## src/rtl/lcdws_pkg.sv

```systemverilog
// shared types, codes and constant tables for the character lcd write sequencer
// no dependencies; used by the controller, datapath, top level and checker
package lcdws_pkg;

  // request codes
  typedef enum logic [1:0] {
    REQ_CMD  = 2'd0,
    REQ_DATA = 2'd1,
    REQ_GOTO = 2'd2,
    REQ_INIT = 2'd3
  } req_type_t;

  // configuration register indexes
  localparam logic CFG_FOUR_BIT = 1'b0;
  localparam logic CFG_HOLD     = 1'b1;

  localparam logic [15:0] HOLD_RESET = 16'd1000;

  // pin step positions within one byte
  localparam logic [2:0] STEP_RS     = 3'd0;
  localparam logic [2:0] STEP_E_HI   = 3'd1;
  localparam logic [2:0] STEP_HI_NIB = 3'd2;
  localparam logic [2:0] STEP_E_LO   = 3'd3;
  localparam logic [2:0] STEP_E_HI2  = 3'd4;
  localparam logic [2:0] STEP_LO_NIB = 3'd5;
  localparam logic [2:0] STEP_E_LO2  = 3'd6;

  // last byte index of the init sequence per bus mode
  localparam logic [1:0] INIT_LAST_FOUR  = 2'd3;
  localparam logic [1:0] INIT_LAST_EIGHT = 2'd2;

  localparam logic [7:0] CMD_SET_DDRAM = 8'h80;
  localparam logic [7:0] NIB_HI_MASK   = 8'hF0;
  localparam logic [7:0] NIB_LO_MASK   = 8'h0F;

  // one request
  typedef struct packed {
    logic [1:0] req_type;
    logic [7:0] byte_value;
    logic [1:0] row;
    logic [3:0] column;
  } in_item_t;

  // one pin step
  typedef struct packed {
    logic       rs_pin;
    logic       enable_pin;
    logic [7:0] bus_value;
    logic       last_step;
  } out_item_t;

  // controller states
  typedef enum logic [1:0] {
    ST_IDLE,
    ST_EMIT,
    ST_HOLD
  } state_t;

  // controller to datapath
  typedef struct packed {
    logic       load_req;
    logic       emit;
    logic       four_bit;
    logic [2:0] step;
    logic [1:0] byte_idx;
    logic       last;
  } ctrl_cmd_t;

  // datapath to controller
  typedef struct packed {
    logic       out_free;
    logic [1:0] req_type;
  } dp_status_t;

  // ddram base address of each display row
  function automatic logic [7:0] row_base(input logic [1:0] row);
    logic [7:0] base;
    unique case (row)
      2'd0:    base = 8'h00;
      2'd1:    base = 8'h40;
      2'd2:    base = 8'h10;
      default: base = 8'h50;
    endcase
    return base;
  endfunction

  // power-up command list
  function automatic logic [7:0] init_cmd(input logic four_bit, input logic [1:0] idx);
    logic [7:0] c;
    if (four_bit) begin
      unique case (idx)
        2'd0:    c = 8'h02;
        2'd1:    c = 8'h28;
        2'd2:    c = 8'h0C;
        default: c = 8'h01;
      endcase
    end else begin
      unique case (idx)
        2'd0:    c = 8'h38;
        2'd1:    c = 8'h0C;
        default: c = 8'h01;
      endcase
    end
    return c;
  endfunction

endpackage

```

## src/rtl/lcdws_ctrl.sv

```systemverilog
// sequencing controller: configuration registers, step and byte counters, hold timer
// depends on lcdws_pkg
module lcdws_ctrl (
  input  logic                   clk,
  input  logic                   rst_n,
  input  logic                   cfg_we,
  input  logic                   cfg_index,
  input  logic [15:0]            cfg_wdata,
  input  logic                   in_valid,
  output logic                   in_stall,
  output lcdws_pkg::ctrl_cmd_t   cmd,
  input  lcdws_pkg::dp_status_t  sts
);

  lcdws_pkg::state_t state_r, state_nxt;
  logic        four_bit_cfg_r;
  logic [15:0] hold_cfg_r;
  logic        mode_r, mode_nxt;
  logic [2:0]  step_r, step_nxt;
  logic [1:0]  byte_r, byte_nxt;
  logic [15:0] hold_cnt_r, hold_cnt_nxt;
  logic        done_r, done_nxt;
  logic        accept, emit, hold_over;
  logic        step_end, byte_end, is_init;

  // configuration writes
  always_ff @(posedge clk) begin
    if (!rst_n) begin
      four_bit_cfg_r <= 1'b1;
      hold_cfg_r     <= lcdws_pkg::HOLD_RESET;
    end else if (cfg_we) begin
      unique case (cfg_index)
        lcdws_pkg::CFG_FOUR_BIT: four_bit_cfg_r <= cfg_wdata[0];
        lcdws_pkg::CFG_HOLD:     hold_cfg_r     <= cfg_wdata;
        default:                 hold_cfg_r     <= hold_cfg_r;
      endcase
    end
  end

  // position decode
  assign is_init   = (sts.req_type == lcdws_pkg::REQ_INIT);
  assign step_end  = mode_r ? (step_r == lcdws_pkg::STEP_E_LO2)
                            : (step_r == lcdws_pkg::STEP_E_LO);
  assign byte_end  = !is_init ||
                     (byte_r == (mode_r ? lcdws_pkg::INIT_LAST_FOUR
                                        : lcdws_pkg::INIT_LAST_EIGHT));
  assign hold_over = (hold_cnt_r <= 16'd1);

  // next state
  always_comb begin
    state_nxt = state_r;
    unique case (state_r)
      lcdws_pkg::ST_IDLE: if (in_valid) state_nxt = lcdws_pkg::ST_EMIT;
      lcdws_pkg::ST_EMIT: if (sts.out_free) state_nxt = lcdws_pkg::ST_HOLD;
      lcdws_pkg::ST_HOLD: begin
        if (hold_over) state_nxt = done_r ? lcdws_pkg::ST_IDLE : lcdws_pkg::ST_EMIT;
      end
      default: state_nxt = lcdws_pkg::ST_IDLE;
    endcase
  end

  // outputs and counter updates
  always_comb begin
    accept       = 1'b0;
    emit         = 1'b0;
    in_stall     = 1'b1;
    mode_nxt     = mode_r;
    step_nxt     = step_r;
    byte_nxt     = byte_r;
    hold_cnt_nxt = hold_cnt_r;
    done_nxt     = done_r;
    unique case (state_r)
      lcdws_pkg::ST_IDLE: begin
        in_stall = 1'b0;
        accept   = in_valid;
        if (in_valid) begin
          mode_nxt = four_bit_cfg_r;
          step_nxt = lcdws_pkg::STEP_RS;
          byte_nxt = 2'd0;
          done_nxt = 1'b0;
        end
      end
      lcdws_pkg::ST_EMIT: begin
        emit = sts.out_free;
        if (sts.out_free) begin
          hold_cnt_nxt = hold_cfg_r;
          done_nxt     = step_end && byte_end;
          step_nxt     = step_end ? lcdws_pkg::STEP_RS : step_r + 3'd1;
          byte_nxt     = step_end ? byte_r + 2'd1 : byte_r;
        end
      end
      lcdws_pkg::ST_HOLD: begin
        if (!hold_over) hold_cnt_nxt = hold_cnt_r - 16'd1;
      end
      default: ;
    endcase
  end

  always_ff @(posedge clk) begin
    if (!rst_n) begin
      state_r    <= lcdws_pkg::ST_IDLE;
      mode_r     <= 1'b1;
      step_r     <= lcdws_pkg::STEP_RS;
      byte_r     <= 2'd0;
      hold_cnt_r <= 16'd0;
      done_r     <= 1'b0;
    end else begin
      state_r    <= state_nxt;
      mode_r     <= mode_nxt;
      step_r     <= step_nxt;
      byte_r     <= byte_nxt;
      hold_cnt_r <= hold_cnt_nxt;
      done_r     <= done_nxt;
    end
  end

  // command to datapath
  always_comb begin
    cmd.load_req = accept;
    cmd.emit     = emit;
    cmd.four_bit = mode_r;
    cmd.step     = step_r;
    cmd.byte_idx = byte_r;
    cmd.last     = step_end && byte_end;
  end

endmodule

```

## src/rtl/lcdws_datapath.sv

```systemverilog
// datapath: request register, byte selection, pin levels and result register
// depends on lcdws_pkg
module lcdws_datapath (
  input  logic                   clk,
  input  logic                   rst_n,
  input  lcdws_pkg::in_item_t    in_item,
  input  lcdws_pkg::ctrl_cmd_t   cmd,
  output lcdws_pkg::dp_status_t  sts,
  output logic                   out_valid,
  input  logic                   out_stall,
  output lcdws_pkg::out_item_t   out_item
);

  lcdws_pkg::in_item_t  req_r;
  lcdws_pkg::out_item_t out_item_r, out_item_nxt;
  logic                 out_valid_r, out_valid_nxt;
  logic                 rs_r, rs_nxt;
  logic                 en_r, en_nxt;
  logic [7:0]           bus_r, bus_nxt;
  logic [7:0]           cur_byte;
  logic                 cur_rs;
  logic                 out_take;

  // request capture
  always_ff @(posedge clk) begin
    if (cmd.load_req) req_r <= in_item;
  end

  // byte for the current position of the request
  always_comb begin
    cur_rs = 1'b0;
    unique case (req_r.req_type)
      lcdws_pkg::REQ_CMD:  cur_byte = req_r.byte_value;
      lcdws_pkg::REQ_DATA: begin
        cur_byte = req_r.byte_value;
        cur_rs   = 1'b1;
      end
      lcdws_pkg::REQ_GOTO:
        cur_byte = lcdws_pkg::CMD_SET_DDRAM |
                   (lcdws_pkg::row_base(req_r.row) + {4'd0, req_r.column});
      default: cur_byte = lcdws_pkg::init_cmd(cmd.four_bit, cmd.byte_idx);
    endcase
  end

  // pin level changes for one step
  always_comb begin
    rs_nxt  = rs_r;
    en_nxt  = en_r;
    bus_nxt = bus_r;
    if (cmd.emit) begin
      unique case (cmd.step)
        lcdws_pkg::STEP_RS:     rs_nxt = cur_rs;
        lcdws_pkg::STEP_E_HI:   en_nxt = 1'b1;
        lcdws_pkg::STEP_HI_NIB: bus_nxt = cmd.four_bit ? (cur_byte & lcdws_pkg::NIB_HI_MASK)
                                                       : cur_byte;
        lcdws_pkg::STEP_E_LO:   en_nxt = 1'b0;
        lcdws_pkg::STEP_E_HI2:  en_nxt = 1'b1;
        lcdws_pkg::STEP_LO_NIB: bus_nxt = (cur_byte & lcdws_pkg::NIB_LO_MASK) << 4;
        lcdws_pkg::STEP_E_LO2:  en_nxt = 1'b0;
        default:                en_nxt = en_r;
      endcase
    end
  end

  // result register
  assign out_take = out_valid_r && !out_stall;

  always_comb begin
    out_valid_nxt = out_valid_r && !out_take;
    out_item_nxt  = out_item_r;
    if (cmd.emit) begin
      out_valid_nxt           = 1'b1;
      out_item_nxt.rs_pin     = rs_nxt;
      out_item_nxt.enable_pin = en_nxt;
      out_item_nxt.bus_value  = bus_nxt;
      out_item_nxt.last_step  = cmd.last;
    end
  end

  always_ff @(posedge clk) begin
    if (!rst_n) begin
      out_valid_r <= 1'b0;
      rs_r        <= 1'b0;
      en_r        <= 1'b0;
      bus_r       <= 8'd0;
    end else begin
      out_valid_r <= out_valid_nxt;
      rs_r        <= rs_nxt;
      en_r        <= en_nxt;
      bus_r       <= bus_nxt;
    end
  end

  always_ff @(posedge clk) begin
    out_item_r <= out_item_nxt;
  end

  assign out_valid    = out_valid_r;
  assign out_item     = out_item_r;
  assign sts.out_free = !out_valid_r || !out_stall;
  assign sts.req_type = req_r.req_type;

endmodule

```

## src/rtl/char_lcd_write_sequencer_core.sv

```systemverilog
// Character LCD write sequencer, top level.
// Takes one request on in_valid/in_stall/in_item: a command byte, a data byte,
// a row/column go-to, or the power-up init list. Each request becomes a run of
// pin steps (RS, E, D0..D7) on out_valid/out_stall/out_item; last_step marks
// the final step of the request. 4-bit mode sends a byte as high then low
// nibble on D4..D7 in 7 steps; 8-bit mode sends it in 4 steps. Init gives 28
// steps in 4-bit mode and 12 in 8-bit mode.
// Configuration: cfg_we writes cfg_wdata to register cfg_index (0 bus mode,
// 1 hold ticks); write only while idle. Mode is sampled when a request is taken.
// Timing: once a request is taken, the controller enters its emit state and
// the first step goes through the result register onto out_valid. Steps are
// then spaced by the hold timer in the controller, loaded with hold_ticks
// after each step; a step starts later only when the receiver still stalls
// the previous one in the result register once that hold is over. in_stall
// stays high to the end of the last hold; one request is worked on at a time.
// A stalled step holds in the result register and the sequencer waits on it.
// Reset (rst_n low, synchronous) clears the pin level registers to zero,
// selects 4-bit mode and 1000 hold ticks, and empties the result register.
// depends on lcdws_pkg, lcdws_ctrl and lcdws_datapath
module char_lcd_write_sequencer_core (
  input  logic                  clk,
  input  logic                  rst_n,
  input  logic                  in_valid,
  output logic                  in_stall,
  input  lcdws_pkg::in_item_t   in_item,
  output logic                  out_valid,
  input  logic                  out_stall,
  output lcdws_pkg::out_item_t  out_item,
  input  logic                  cfg_we,
  input  logic                  cfg_index,
  input  logic [15:0]           cfg_wdata
);

  lcdws_pkg::ctrl_cmd_t  cmd;
  lcdws_pkg::dp_status_t sts;

  // step sequencing
  lcdws_ctrl u_ctrl (
    .clk       (clk),
    .rst_n     (rst_n),
    .cfg_we    (cfg_we),
    .cfg_index (cfg_index),
    .cfg_wdata (cfg_wdata),
    .in_valid  (in_valid),
    .in_stall  (in_stall),
    .cmd       (cmd),
    .sts       (sts)
  );

  // pin levels and result register
  lcdws_datapath u_dp (
    .clk       (clk),
    .rst_n     (rst_n),
    .in_item   (in_item),
    .cmd       (cmd),
    .sts       (sts),
    .out_valid (out_valid),
    .out_stall (out_stall),
    .out_item  (out_item)
  );

endmodule

```

## config.mk

```make
export PLATFORM = sky130hd
export DESIGN_NAME = char_lcd_write_sequencer_core
export DESIGN_NICKNAME = d
export VERILOG_FILES = /design/src/rtl/lcdws_pkg.sv /design/src/rtl/lcdws_ctrl.sv /design/src/rtl/lcdws_datapath.sv /design/src/rtl/char_lcd_write_sequencer_core.sv
export SDC_FILE = /design/constraint.sdc
export NUM_CORES = 1
export LEC_CHECK = 0
export BUFFER_PORTS_ARGS = -buffer_cell sky130_fd_sc_hd__buf_4
export CORE_MARGIN = 3
export CORE_UTILIZATION = 52
export DETAILED_ROUTE_END_ITERATION = 12
export GPL_ROUTABILITY_DRIVEN = 0
export GPL_TIMING_DRIVEN = 1
export HOLD_SLACK_MARGIN = 0.08
export PLACE_DENSITY = 0.73
export SLEW_MARGIN = 20
export SYNTH_ARGS = -nofsm -noshare
export SYNTH_HDL_FRONTEND = slang
export SYNTH_SLANG_ARGS = --single-unit
```

## constraint.sdc

```tcl
create_clock -name clk -period 4.4 [get_ports clk]
set_input_delay 0.88 -clock clk [delete_from_list [all_inputs] [get_ports clk]]
set_output_delay 0.88 -clock clk [all_outputs]
set_load 0.05 [all_outputs]
```

==> results of run 1 <==
==> report_power, final <==
| group | internal (mW) | switching [mW] | total [mW] | leakage [nW] |
|---|---|---|---|---|
| logic | 0.426 | 0.802 | 1.23 | 0.880 |
| registers | 0.936 | 0.129 | 1.07 | 0.690 |
| clock network | 0.337 | 0.274 | 0.611 | 0.111 |
| total | 1.70 | 1.21 | 2.90 | 1.68 |
==> state kept, by name (all words and copies together) (netlist names) <==
name,flops
u_dp.bus_r,8
u_dp.out_valid,1
u_ctrl.done_r,1
u_dp.sts,2
u_dp.rs_r,1
u_ctrl.mode_r,1
u_ctrl.hold_cfg_r,16
u_ctrl.state_r,2
u_dp.req_r,14
u_ctrl.byte_r,2
u_ctrl.four_bit_cfg_r,1
u_ctrl.hold_cnt_r,16
u_ctrl.step_r,3
u_dp.out_item,11
u_dp.en_r,1
==> tightest hold or removal path: cells and delay by family (launching register included) <==
family	cells	cell delay [ns]
AOI/OAI and AO/OA	1	0.05
DFF	1	0.32
and+or+nand+nor	1	0.05
==> cell type report <==
class / instances / area [um^2]
Fill cell: 551 / 2240
Sequential cell: 80 / 1870
Multi-Input combinational cell: 279 / 1670
Timing Repair Buffer: 53 / 398
Clock buffer: 10 / 138
Tap cell: 93 / 116
Clock inverter: 6 / 88.8
Inverter: 11 / 41.3
==> per-stage QoR <==
stage | power [mW] | cells
finish | 2.90 | 532
global route | 3.08 | 532
CTS | 2.90 | 532
detailed placement | 2.29 | 516
global placement | 2.27 | 516
floorplan | 1.97 | 390
==> per-layer routing <==
metal / vias to the layer above / routed length (um) / track usage [%]
li1: 1495 / - / -
met3: 9 / 406 / 5.59
met2: 95 / 3750 / 31.5
met4: 0 / 70 / 5.36
met5: - / 0 / 0
met1: 1421 / 4010 / 30.2
==> synth_stat cells, types with 5 or more instances <==
cell      number  share of area (%)
nand2_1       60                6.2
nand2b_1       5               0.85
nor2b_1        8                1.4
o31ai_1        5                1.0
ha_1          11                3.8
o211ai_1       5                1.0
a21oi_1       37                5.1
clkbuf_1      17                1.7
nor2_1        28                2.9
nand3_1       22                3.0
dfxtp_1       53                 29
edfxtp_1      27                 22
and2_1        10                1.7
nor3_1         6               0.82
inv_1         11                1.1
mux2i_1        5                1.4
a21o_1         6                1.2
o21ai_0       13                1.8
==> worst min path at each step <==
stage / end / slack [ns] / depth (start not counted) / start
3_5_place_dp: u_ctrl.hold_cfg_r[13] / 0.45 / 2 / u_ctrl.hold_cfg_r[13]
5_1_grt: u_ctrl.hold_cfg_r[1] / 0.50 / 2 / u_ctrl.hold_cfg_r[1]
3_3_place_gp: u_ctrl.hold_cfg_r[13] / 0.45 / 2 / u_ctrl.hold_cfg_r[13]
6_report: u_ctrl.hold_cfg_r[13] / 0.47 / 2 / u_ctrl.hold_cfg_r[13]
4_1_cts: u_ctrl.hold_cfg_r[13] / 0.46 / 2 / u_ctrl.hold_cfg_r[13]
2_1_floorplan: u_ctrl.hold_cfg_r[14] / 0.43 / 2 / u_ctrl.hold_cfg_r[14]
==> placed cells by master (no fill, tap or decap), types with 6 or more instances in the layout <==
master    synthesis  layout
nand3_1          22      22
nor2_1           28      28
nand2_1          60      60
a21o_1            6       6
nor3_1            6       6
inv_1            11      10
buf_4             0      53
o21ai_0          13      13
clkbuf_8          0      10
ha_1             11      11
and2_1           10      10
dfxtp_1          53      53
edfxtp_1         27      27
a21oi_1          37      37
nor2b_1           8       8
==> kinds of logic after synthesis <==
logic type | share of synthesized area, %
adder cells (fa/ha/maj) | 3.76
AO/OA/AOI/OAI | 18.2
multiplexers | 1.68
flip-flops | 51.2
buffers and inverters | 3.28
AND/OR/NAND/NOR | 21.0
XOR/XNOR | 0.957
==> flow_metrics.tcl, run 1 <==
set metrics [dict create \
    design_area_mm2 0.00433 \
    drtAntennaViolNets 0 \
    min_path_type "flip-flop to flip-flop" \
    n_antenna_cell 0 \
    drv_slew 0 \
    area_growth_pct 18.2 \
    layout.nets 483 \
    syn-num-nets 439 \
    synth_top_flop_cell "dfxtp_1" \
    synth_edf_count 27 \
    num_vias 3020 \
    crit_required_ns 4.65 \
    cts_root_buf "clkbuf_8" \
    wl_per_cell_um 15.5 \
    post_cts_resized 0 \
    finalSetupTns_ns 0 \
    grt_overflow 0 \
    grt_usage_pct 21.0 \
    cp.depth 6 \
    grt_pass1_wl_um 13700 \
    maxCapViolCount 0 \
    hold_buffers 0 \
    async_flop_share_pct 0 \
    syn_area_mm2 0.00366 \
    tightest_slew_ns 0.981 \
    finClkSkew_ns 0.00763 \
    crit_arrival_ns 2.87 \
    crit_type "flip-flop to flip-flop" \
    hold_viol 0 \
    synth_cell_types 51 \
    firstDrtPassIters 5 \
    post-route-period-util_pct 59.6 \
    cts_buffers 9 \
    ys_ff_latch 80 \
    die_x_um 89.9 \
    rows 29 \
    syn_avg_cell_area_um2 9.38 \
    crit_path_top_delay_cell "dfxtp_1" \
    ios 51 \
    r2r-start "u_ctrl.state_r[0]" \
    timing.rr.end "u_dp.rs_r" \
    setup_ws_ns 1.78 \
    critPathBufInv 1 \
    setup_viol 0 \
    clkLatencyLatePin_ns 0.35 \
    grt_pass1_vias 2801 \
    wl_um 8230 \
    coreArea_mm2 0.00657 \
    yosysSeqAreaShare_pct 51.2 \
    crit_path_start_kind "flip-flop" \
    period_needed_ns 2.62 \
    tritoncts "built" \
    die_area_mm2 0.00808 \
    ys_warn_count 0 \
    route.detailed.drc 0 \
    pre_cts_ws_ns 1.54 \
    reg2reg_depth 6 \
    layout-drive-gt1-share_pct 17.5 \
    numClockSinks 80 \
    path_cells "nor2b_1, nand2_1, inv_1, nand3_1, mux2_2, and2_1" \
    ir_drop_mv 0.318 \
    antenna_found_initial 0 \
    crit_family "simple AND/OR/NAND/NOR gates" \
    clock_path_buffers 2 \
    grt_max_degree 34 \
    slew_headroom_pct 34.2 \
    fp.dieH_um 89.9 \
    fmax_ghz 0.381 \
    cts.clk_slew.worst_paths_ns 0.08 \
    path_max_fanout 17 \
    start_util_pct 55.7 \
    hold_ws_ns 0.469 \
    powerDensity_mw_per_mm2 671 \
    drt_iter0_markers 290 \
    crit_path_end "u_dp.rs_r" \
    portBuffers 50 \
    status "complete, no violations" \
    reg2reg_setup_slack_ns 1.78 \
    dp.final_hpwl_um 5840 \
    routed_via_density 5.68 \
    slowest_delay_ns 0.51 \
    htree_levels 3 \
    worstSetupEndpointType "flip-flop" \
    rsz0062_at_grt "no" \
    crit_start "u_ctrl.state_r[0]" \
    place_area_mm2 0.00410 \
    cts_setup_buffers 0 \
    utilization_pct 65.9 \
    p_leak_nw 1.68 \
    syn-instance-count 390 \
]
Power figures use the tool's default switching activity.
==> run 2, diff against run 1 <==
--- a/config.mk
+++ b/config.mk
@@ -5,6 +5,7 @@
 export SDC_FILE = /design/constraint.sdc
 export NUM_CORES = 1
 export LEC_CHECK = 0
+export ABC_AREA = 1
 export BUFFER_PORTS_ARGS = -buffer_cell sky130_fd_sc_hd__buf_4
 export CORE_MARGIN = 3
 export CORE_UTILIZATION = 52
==> constraint.sdc (replaced) <==
create_clock -name clk -period 2.5 [get_ports clk]
set_input_delay 0.5 -clock clk [delete_from_list [all_inputs] [get_ports clk]]
set_output_delay 0.5 -clock clk [all_outputs]
set_load 0.05 [all_outputs]
==> run 2 against run 1 <==
Critical path depth increased by 5. Via count increased by 8.1%. Sequential power is 62% higher. First-iteration DRC count fell by 13%. Non-clock buffer count is 1 higher. Count of clock-buffer cells in the layout rose by 2. Clock skew increased by 0.0042 ns. Register-to-register slack worse by 1.1 ns. Hold slack got worse by 0.14 ns. Die area is 3.3% higher. Cell count up 19%. Sequential cell count did not move. Largest cell class unchanged.
==> flow_metrics.tcl, run 2 <==
set metrics [dict create \
    status "complete, no violations" \
    crit_path_top_delay_cell "dfxtp_1" \
    powerDensity_mw_per_mm2 985 \
    drv_slew 0 \
    drtAntennaViolNets 0 \
    hold_buffers 0 \
    timing.rr.end "u_ctrl.hold_cnt_r[6]" \
    cp.depth 11 \
    synth_top_flop_cell "dfxtp_1" \
    grt_max_degree 32 \
    fp.dieH_um 91.3 \
    portBuffers 50 \
    p_leak_nw 2.05 \
    crit_family "simple AND/OR/NAND/NOR gates" \
    synth_edf_count 27 \
    setup_viol 0 \
    hold_viol 0 \
    antenna_found_initial 0 \
    total_power_mw 4.40 \
    multi_input_area_mm2 0.00164 \
    tightest_slew_ns 0.867 \
    slowest_delay_ns 0.44 \
    cts_setup_buffers 0 \
    reg2reg_setup_slack_ns 0.68 \
    syn-instance-count 481 \
    crit_required_ns 2.79 \
    yosysTopAreaCellShare_pct 28.0 \
    layout.nets 582 \
    syn_area_mm2 0.00379 \
    syn-num-nets 530 \
    syn_avg_cell_area_um2 7.87 \
    layout-drive-gt1-share_pct 16.7 \
    critPathBufInv 2 \
    crit_path_start_kind "flip-flop" \
    ys_warn_count 0 \
    rows 30 \
    crit_path_end "u_ctrl.hold_cnt_r[6]" \
    numClockSinks 80 \
    path_max_fanout 17 \
    p_switching_mw 1.75 \
    final_common_cell "nand2_1" \
    post-route-period-util_pct 72.9 \
    synthTopCellsByCount "nand2_1, nor2_1, dfxtp_1, inv_1, o21ai_0" \
    period_needed_ns 1.82 \
    fmax_ghz 0.549 \
    grt_overflow 0 \
    wl_um 7960 \
    n_fill_cell 623 \
    seqCellArea_mm2 0.00187 \
    grt_pass1_vias 2833 \
    routed_via_density 5.15 \
    finalSetupTns_ns 0 \
    cts.clk_slew.worst_paths_ns 0.09 \
    n_antenna_cell 0 \
    rsz0062_at_grt "no" \
    p_sw_share_pct 39.8 \
    hold_ws_ns 0.329 \
    post_cts_resized 0 \
    ir_drop_mv 0.458 \
    largest_registers "u_ctrl.hold_cfg_r (16), u_ctrl.hold_cnt_r (16), u_dp.req_r (14)" \
    seqPwrFrac_pct 39.4 \
    maxCapViolCount 0 \
    grt_pass1_wl_um 13600 \
    drt_iter0_markers 251 \
    clock_path_buffers 2 \
    yosysMostFrequentCell "nand2_1" \
    async_flop_share_pct 0 \
    finClkSkew_ns 0.0119 \
    worstSetupEndpointType "flip-flop" \
    layout_common_cells "nand2_1, nor2_1, buf_4" \
    ys_ff_latch 80 \
    r2r-start "u_ctrl.hold_cnt_r[0]" \
    die_x_um 91.3 \
    yosysSeqAreaShare_pct 49.4 \
    start_util_pct 54.5 \
    yosysTopAreaCell "dfxtp_1" \
    pwr-share-comb_pct 37.6 \
    firstDrtPassIters 6 \
    wl_per_cell_um 12.5 \
    num_vias 3265 \
    htree_levels 3 \
    cts_buffers 9 \
    clkLatencyLatePin_ns 0.35 \
    grt_usage_pct 20.0 \
    clkPwrFrac_pct 23.0 \
    synth_area_leaders "dfxtp_1, edfxtp_1, nand2_1" \
    min_path_type "input port to flip-flop" \
    die_area_mm2 0.00834 \
    reg2reg_depth 11 \
    ios 51 \
    dp.final_hpwl_um 5770 \
    synth_cell_types 32 \
    coreArea_mm2 0.00694 \
    tritoncts "built" \
    p_int_mw 2.65 \
    crit_start "u_ctrl.hold_cnt_r[0]" \
    area_growth_pct 17.9 \
    crit_top_cell "nand2_1" \
    crit_arrival_ns 2.11 \
    slew_headroom_pct 42.1 \
    route.detailed.drc 0 \
    crit_type "flip-flop to flip-flop" \
    utilization_pct 64.3 \
    path_cells "inv_1, ha_1, nand2_2, nand2_1, nand3_2, nand2_2, nand2_4, clkinv_4, nor2_8, nand2_1, nand2_1" \
    cts_root_buf "clkbuf_8" \
]
==> run 2: cell types whose count changed in the layout (fill, tap and decap cells not counted), moves of 8 or more <==
cell,previous run,this run
inv_1,10,50
nand2_1,60,116
nor2_1,28,62
o21ai_0,13,38
nand3_1,22,32
nor2b_1,8,0
and2_1,10,0
==> run 2: per-layer routing <==
layer  vias to the layer above  track usage (%)  routed length (um)
li1                       1669                -                   -
met1                      1457             31.2                3920
met2                       131             27.2                3290
met3                         8             4.64                 647
met4                         0             6.41                  91
met5                         -                0                   0
==> run 2: cell families (layout without fill, tap and decap cells) <==
family | after synthesis | after routing | synth area share [%]
adders and majority gates | 11 | 11 | 3.64
buffers and inverters | 68 | 125 | 7.27
xor gates and xnor gates | 1 | 1 | 0.231
and+or+nand+nor | 233 | 233 | 26.7
AOI/OAI and AO/OA | 88 | 88 | 12.7
DFF | 80 | 80 | 49.4
==> run 2: area by class of cell <==
cell class	count	share of cell area, %
Tap cell	96	2.69
Multi-Input combinational cell	333	36.7
Inverter	55	4.74
Clock buffer	12	3.73
Timing Repair Buffer	54	9.08
Clock inverter	4	1.12
Sequential cell	80	41.9
==> run 2: stage by stage <==
step	instances	setup slack [ns]	instance area [um^2]
floorplan	481	0.505	3790
global placement	618	0.661	4250
detailed placement	618	0.650	4250
CTS	634	0.698	4460
global route	634	0.539	4460
finish	634	0.678	4460
==> run 2: worst register-to-register path, cell delays in order, from the launching register on <==
cell and delay, ns:
dfxtp_1 0.44, inv_1 0.09, ha_1 0.23, nand2_2 0.13
nand2_1 0.08, nand3_2 0.08, nand2_2 0.07, nand2_4 0.19
clkinv_4 0.16, nor2_8 0.17, nand2_1 0.07, nand2_1 0.06
==> run 2: worst min path at each step <==
stage	from	to	slack [ns]	cells past startpoint
final	in_item[2]	u_dp.req_r[2]	0.33	1
after global routing	in_item[13]	u_dp.req_r[13]	0.30	1
after detailed placement	u_ctrl.hold_cfg_r[13]	u_ctrl.hold_cfg_r[13]	0.46	2
after global placement	u_ctrl.hold_cfg_r[13]	u_ctrl.hold_cfg_r[13]	0.45	2
after floorplan	u_ctrl.hold_cfg_r[2]	u_ctrl.hold_cfg_r[2]	0.42	2
after CTS	in_item[9]	u_dp.req_r[9]	0.31	1
==> run 2: power by group through the flow <==
stage          sequential (mW)  combinational, mW  clock, mW
3_5_place_dp              1.76               1.63          0
5_1_grt                   1.76               1.85       1.09
6_report                  1.73               1.65       1.01
2_1_floorplan             1.84               1.15          0
3_3_place_gp              1.75               1.61          0
4_1_cts                   1.73               1.64       1.03
==> run 3, diff against run 2 <==
--- a/config.mk
+++ b/config.mk
@@ -5,15 +5,15 @@
 export SDC_FILE = /design/constraint.sdc
 export NUM_CORES = 1
 export LEC_CHECK = 0
-export ABC_AREA = 1
+export ABC_AREA = 0
 export BUFFER_PORTS_ARGS = -buffer_cell sky130_fd_sc_hd__buf_4
 export CORE_MARGIN = 3
-export CORE_UTILIZATION = 52
+export CORE_UTILIZATION = 51
 export DETAILED_ROUTE_END_ITERATION = 12
 export GPL_ROUTABILITY_DRIVEN = 0
 export GPL_TIMING_DRIVEN = 1
 export HOLD_SLACK_MARGIN = 0.08
-export PLACE_DENSITY = 0.73
+export PLACE_DENSITY = 0.75
 export SLEW_MARGIN = 20
 export SYNTH_ARGS = -nofsm -noshare
 export SYNTH_HDL_FRONTEND = slang
==> constraint.sdc (replaced) <==
create_clock -name clk -period 1.6 [get_ports clk]
set_input_delay 0.32 -clock clk [delete_from_list [all_inputs] [get_ports clk]]
set_output_delay 0.32 -clock clk [all_outputs]
set_load 0.05 [all_outputs]
==> run 3 against run 2 <==
The run now ends with negative setup slack left. Power is 150% higher. Critical endpoint is now u_dp.out_item[8]. Clock power is 40% higher. Final area is 23% higher.
==> flow_metrics.tcl, run 3 (same netlist as run 1, synthesis figures left out) <==
set metrics [dict create \
    status "finished with violations" \
    violations "negative setup slack" \
    htree_levels 3 \
    path_cells "inv_4, ha_4, o311a_4, a222oi_1, buf_4, or3_1, o211ai_1" \
    reg2reg_depth 7 \
    timing.rr.end "u_dp.out_item[8]" \
    min_path_type "input port to flip-flop" \
    setup_viol 32 \
    route.detailed.drc 0 \
    maxCapViolCount 0 \
    drv_slew 0 \
    setup_ws_ns -0.295 \
    die_x_um 90.7 \
    largest_registers "u_ctrl.hold_cfg_r (16), u_ctrl.hold_cnt_r (16), u_dp.req_r (14)" \
    utilization_pct 80.0 \
    fmax_ghz 0.528 \
    powerDensity_mw_per_mm2 1980 \
    crit_required_ns 1.69 \
    routed_via_density 6.05 \
    antenna_found_initial 0 \
    total_power_mw 10.9 \
    drt_iter0_markers 344 \
    design_area_mm2 0.00550 \
    wl_per_cell_um 19.0 \
    worstSetupEndpointType "flip-flop" \
    final_common_cell "buf_4" \
    layout_common_cells "buf_4, nand2_1, dfxtp_1" \
    crit_family "compound AO/OA/AOI/OAI gates" \
    clkLatencyLatePin_ns 0.36 \
    min_from "in_item[6]" \
    die_area_mm2 0.00823 \
    crit_arrival_ns 1.98 \
    drtAntennaViolNets 0 \
    start_util_pct 53.3 \
    tritoncts "built" \
    r2r-start "u_ctrl.byte_r[1]" \
    portBuffers 50 \
    layout-drive-gt1-share_pct 46.0 \
    place_area_mm2 0.00470 \
    num_vias 3741 \
    pre_cts_ws_ns -0.324 \
    p_leak_nw 2.21 \
    coreArea_mm2 0.00687 \
    reg2reg_setup_slack_ns -0.30 \
    firstDrtPassIters 6 \
    finalSetupTns_ns -4.27 \
    grt_max_degree 25 \
    rows 30 \
    hold_buffers 0 \
    rsz0062_at_grt "yes" \
    crit_path_start_kind "flip-flop" \
    slew_headroom_pct 65.2 \
    post-route-period-util_pct 118 \
    layout.nets 566 \
    path_max_fanout 2 \
    cts.clk_slew.worst_paths_ns 0.09 \
    hold_viol 0 \
    crit_start "u_ctrl.byte_r[1]" \
    cts_buffers 9 \
    tightest_slew_ns 0.521 \
    cts_root_buf "clkbuf_8" \
    wl_um 11700 \
    crit_type "flip-flop to flip-flop" \
    ios 51 \
    dp.final_hpwl_um 6770 \
    grt_overflow 0 \
    area_growth_pct 50.3 \
    crit_path_end "u_dp.out_item[8]" \
    grt_pass1_vias 3457 \
    grt_usage_pct 25.1 \
    crit_path_top_delay_cell "o311a_4" \
    ir_drop_mv 1.21 \
    finClkSkew_ns 0.0113 \
    critPathBufInv 2 \
    numClockSinks 80 \
    cp.depth 7 \
    period_needed_ns 1.90 \
    grt_pass1_wl_um 16600 \
    n_antenna_cell 0 \
    clock_path_buffers 2 \
    slowest_delay_ns 0.37 \
    fp.dieH_um 90.7 \
]
-- run 3: changes by cell type in the layout (fill, tap and decap cells not counted), moves of 7 or more --
cell,previous run,this run
dfxtp_1,53,42
a21oi_2,0,7
buf_4,54,118
ha_1,11,2
o21ai_0,38,6
nand3_1,32,19
nor2_1,62,22
nand2_1,116,55
ha_4,0,7
buf_6,0,13
and2_1,0,9
inv_1,50,4
-- run 3: stage by stage --
| stage | cells | hold WS [ns] |
|---|---|---|
| final | 618 | 0.139 |
| after global routing | 618 | 0.116 |
| after CTS | 607 | 0.125 |
| after detailed placement | 586 | 0.447 |
| after global placement | 586 | 0.443 |
| after floorplan | 390 | 0.419 |
-- run 3: timing repair --
action,4_1_cts,5_1_grt
endpoints found under the setup margin,38,45
pin swaps,23,35
cloned,0,2
buffers inserted,6,9
resized for setup,40,75
-- run 3: routing by layer --
| metal | wire, um | up-vias | global-route usage, % |
|---|---|---|---|
| met4 | 529 | 0 | 11.6 |
| met3 | 1030 | 57 | 5.58 |
| met2 | 5470 | 249 | 39.2 |
| met5 | 0 | - | 0 |
| li1 | - | 1665 | - |
| met1 | 4710 | 1770 | 33.0 |
-- run 3: worst min-delay path by stage --
stage,cells after the start,slack (ns),endpoint
3_5_place_dp,2,0.45,u_ctrl.hold_cfg_r[14]
6_report,1,0.14,u_dp.req_r[6]
5_1_grt,1,0.12,u_dp.req_r[9]
4_1_cts,1,0.13,u_dp.req_r[9]
3_3_place_gp,2,0.44,u_ctrl.hold_cfg_r[14]
2_1_floorplan,0,0.42,u_dp.req_r[0]
-- run 3: layout make-up --
| cell class | count | area, um^2 |
|---|---|---|
| clock buffer | 10 | 138 |
| clock inverter | 6 | 43.8 |
| fill | 390 | 1370 |
| inverter | 11 | 51.3 |
| multi-input combinational | 279 | 2120 |
| sequential | 80 | 1900 |
| tap | 96 | 120 |
| timing repair buffer | 136 | 1120 |
-- run 3: power breakdown --
part           switching (mW)  internal, mW
registers               0.285          2.60
clock network           0.797         0.609
logic                    3.67          2.94
